**src/rtl/c2s_radius.sv**
```systemverilog
// ----------------------------------------------------------------------------
// c2s_radius
// Rounded Euclidean length of a point: squares, a three-way sum, then one
// register stage per root bit of a digit-by-digit square root, and a final
// round-to-nearest stage.
// ----------------------------------------------------------------------------
module c2s_radius #(
  parameter int COORD_BITS = 16
) (
  input  logic                         clk,
  input  logic signed [COORD_BITS-1:0] coord_x,
  input  logic signed [COORD_BITS-1:0] coord_y,
  input  logic signed [COORD_BITS-1:0] coord_z,
  output logic        [COORD_BITS-1:0] radius
);

  localparam int C  = COORD_BITS;
  localparam int PW = 2 * C;   // sum of squares
  localparam int RW = C + 2;   // partial remainder

  logic signed [PW-1:0] prod_x, prod_y, prod_z;
  logic [PW-2:0]        sq_x, sq_y, sq_z;
  logic [PW-1:0]        sum_q;
  logic [RW-1:0]        rem_q  [C];
  logic [C-1:0]         root_q [C];
  logic [PW-1:0]        sv_q   [C-1];
  logic [C-1:0]         radius_q;

  assign prod_x = PW'(coord_x) * PW'(coord_x);
  assign prod_y = PW'(coord_y) * PW'(coord_y);
  assign prod_z = PW'(coord_z) * PW'(coord_z);

  // Register squares, then their sum
  always_ff @(posedge clk) begin
    sq_x  <= prod_x[PW-2:0];
    sq_y  <= prod_y[PW-2:0];
    sq_z  <= prod_z[PW-2:0];
    sum_q <= PW'(sq_x) + PW'(sq_y) + PW'(sq_z);
  end

  // Resolve one root bit per stage, two radicand bits at a time
  always_ff @(posedge clk) begin
    logic [RW-1:0] rem_in;
    logic [RW-1:0] rem_t;
    logic [RW-1:0] trial;
    logic [C-1:0]  root_in;
    logic [PW-1:0] sv_in;
    for (int k = 0; k < C; k++) begin
      if (k == 0) begin
        rem_in  = '0;
        root_in = '0;
        sv_in   = sum_q;
      end else begin
        rem_in  = rem_q[k-1];
        root_in = root_q[k-1];
        sv_in   = sv_q[k-1];
      end
      rem_t = {rem_in[C-1:0], sv_in[PW-1:PW-2]};
      trial = {root_in, 2'b01};
      if (rem_t >= trial) begin
        rem_q[k]  <= rem_t - trial;
        root_q[k] <= {root_in[C-2:0], 1'b1};
      end else begin
        rem_q[k]  <= rem_t;
        root_q[k] <= {root_in[C-2:0], 1'b0};
      end
      if (k < C - 1) begin
        sv_q[k] <= {sv_in[PW-3:0], 2'b00};
      end
    end
  end

  // Round up when the remainder exceeds the root
  always_ff @(posedge clk) begin
    if (rem_q[C-1] > RW'(root_q[C-1])) begin
      radius_q <= root_q[C-1] + C'(1);
    end else begin
      radius_q <= root_q[C-1];
    end
  end

  assign radius = radius_q;

endmodule
```
**config.mk**
```make
export PLATFORM = sky130hd
export DESIGN_NAME = c2s_radius
export DESIGN_NICKNAME = d
export VERILOG_FILES = /design/src/rtl/c2s_radius.sv
export SDC_FILE = /design/constraint.sdc
export NUM_CORES = 2
export LEC_CHECK = 0
export BUFFER_PORTS_ARGS = -buffer_cell sky130_fd_sc_hd__buf_2
export CELL_PAD_IN_SITES_DETAIL_PLACEMENT = 1
export CELL_PAD_IN_SITES_GLOBAL_PLACEMENT = 1
export CORE_MARGIN = 4
export CORE_UTILIZATION = 50
export DETAILED_ROUTE_END_ITERATION = 10
export PLACE_DENSITY_LB_ADDON = 0.08
export SETUP_SLACK_MARGIN = 0.3
export SLEW_MARGIN = 20
export SYNTH_ARGS = -nofsm -noshare
export SYNTH_HDL_FRONTEND = slang
export SYNTH_SLANG_ARGS = --single-unit
```
**constraint.sdc**
```tcl
create_clock -name clk -period 8 [get_ports clk]
set_clock_uncertainty 0.15 [all_clocks]
set_input_delay 0.4 -clock clk [delete_from_list [all_inputs] [get_ports clk]]
set_output_delay 0.4 -clock clk [all_outputs]
set_load 0.01 [all_outputs]
```
==> qor.yml <==
status: "finished clean"
syn_to_final_growth_pct: 8.299
htreeDepth: 3
relSlewSlack: 0.4114
crit_fanout: 14
cts_tree: "done"
regToRegSetupSlack_ps: 4100
synthTopCellsByCount: "inv_1 (1196), dfxtp_1 (756), fa_1 (718), ha_1 (456), nand2_1 (393)"
setup_tns_ps: 0
start_kind: "primary input"
grt_pass1_wl_mm: 203.6
ys_seq_area_frac: 0.2842
pre_cts_ws_ps: 886.7
antenna_found_initial: 2
grt_max_degree: 27
drive_above_1_share: 0.04798
rsz0062_at_grt: "no"
syn-instance-count: 5444
coreArea_um2: 105600
avgSynthCellArea_um2: 9.784
fin_nets: 6727
fin_ws_ps: 1436
synth_area_um2: 53260
overflow: 0
drc_errors: 0
end_kind: "flop"
syn_nets: 6667
wire_per_inst_um: 17.44
track_usage: 0.2248
synth_enable_flop_cells: 0
synthFlopType: "dfxtp_1"
cap_violations: 0
critPathSlowestCell: "o41ai_1"
yosysMostFrequentCell: "inv_1"
min_period_over_period: 0.8205
antenna_cells: 0
cts_sinks: 756
hpwl_mm: 101.2
synth_area_leaders: "dfxtp_1 (28%), fa_1 (27%), ha_1 (11%), inv_1 (8.4%), xnor2_1 (3.7%)"
max_stage_delay_ps: 630
die_area_um2: 111800
path_clk_slew_ps: 60
tightest_slew_ps: 877.0
max_freq_ghz: 0.1523
gp_congestion: 0.8450
synth_cell_types: 79
synth-seq-cells: 756
crit_path_cell_trace: "dlygate4sd3_1, buf_2, inv_1, nor2_1, fa_1, fa_1, inv_1, fa_1, inv_1, fa_1, fa_1, inv_1, fa_1, inv_1, ha_1, a21o_1, a211o_1, nor4_1, a21oi_1, o41ai_1, o2111ai_1, a21oi_1, xnor2_1"
setup_viol: 0
initial_core_util: 0.5045
first_iter_violations: 1217
dr.pass1.iters: 5
num_io_pins: 65
clockBufferDepth: 3
synth_top_area_share: 0.2842
rows: 119
clock_latency_ps: 620
grt_pass1_vias: 39790
placed_cell_area_um2: 55050
yosys.area.top_type: "dfxtp_1"
cts_root_buf: "clkbuf_16"
final_area_um2: 57680
required_ps: 8340
synthArstFlopShare: 0
post-route-min-period_ps: 6564
hold_viol: 0
hold_slack_ps: 165.3
vias: 35240
port_buffers: 64
die_x_um: 334.4
ys_warn_count: 0
critPathArrivalTime_ps: 6910
slew_viol_final: 0
via_per_inst: 5.066
final_antenna_net_count: 0
crit_top_cell: "fa_1"
nFillCells: 11770
die_h_um: 334.4
cts_buffers: 77
min_path_type: "flop to flop"
crit_type: "primary input to flop"
wl_mm: 121.3
==> routing by layer <==
| metal | routed length (um) | up-vias | share of wire | global-route usage |
|---|---|---|---|---|
| met2 | 65270 | 335 | 0.54 | 0.4274 |
| met4 | 2290 | 0 | 0.019 | 0.05015 |
| met1 | 51520 | 17780 | 0.42 | 0.2782 |
| met5 | 0 | - | 0 | 0 |
| li1 | - | 16990 | - | - |
| met3 | 2244 | 129 | 0.018 | 0.01711 |
==> registers in the layout, indices dropped and copies added, names as in the netlist <==
signal	flops
radius	16
rem_q	242
root_q	136
sq_x	30
sq_y	30
sq_z	30
sum_q	32
sv_q	240
==> worst max-delay path, delay by kind of cell <==
kind / cells / cell delay (ps)
adders and majority gates: 7 / 2700
and+or+nand+nor: 2 / 690
xor gates and xnor gates: 1 / 70
AOI/OAI and AO/OA: 6 / 1730
buffers and inverters: 7 / 1310
==> cell type report <==
class                      count  area [um2]  area share
multi-input combinational   3391       33280      0.5770
inverter                    1201        4508     0.07815
clock buffer                 102        2141     0.03711
sequential                   756       15130      0.2624
timing repair buffer          77       425.4    0.007375
tap                         1391        1740     0.03017
clock inverter                38       450.4    0.007809
==> cells by family after synthesis <==
| group | share of synthesized area |
|---|---|
| buf+inv | 0.09140 |
| simple gates | 0.1076 |
| fa+ha+maj | 0.3770 |
| flops | 0.2842 |
| compound gates | 0.07656 |
| xor+xnor | 0.05325 |
| mux | 0.01001 |
| other cells | 0.00007041 |
==> through the flow <==
stage / utilization / instances
2_1_floorplan: - / 5444
3_3_place_gp: 0.5215 / 6813
3_5_place_dp: 0.5215 / 6813
4_1_cts: 0.5463 / 6956
5_1_grt: 0.5464 / 6956
6_report: 0.5464 / 6956
==> worst paths after layout <==
check	from	end	cells after the start
setup reg to reg	sq_y[3]	sum_q[31]	13
hold reg to reg	sv_q[0][55]	sv_q[0][87]	0
setup / recovery	coord_z[0]	sq_z[30]	23
hold / removal	sv_q[0][55]	sv_q[0][87]	0
==> cells in the final DEF (no fill, tap or decap), drive strengths merged, types with 26 or more instances in the layout <==
master	n
buf	74
clkbuf	102
o21a	46
o31ai	28
a21oi	213
nor2	284
inv	1209
fa	718
ha	456
nor4	26
and2	118
xor2	99
nand3	58
mux2	42
or2	28
nand2	393
nand2b	51
xnor2	224
nand4	29
a21o	86
nor2b	43
dfxtp	756
nor3	67
o21ai	148
==> what timing repair did <==
| item | in CTS | in global routing |
|---|---|---|
| hold buffers | 3 | 0 |
| gates resized for setup | 0 | 0 |
| setup buffers | 0 | 0 |
| hold endpoints to repair | 3 | 0 |
Power is not shown: default switching activity piles up to over one toggle a cycle in this logic, so the estimate is an artifact.
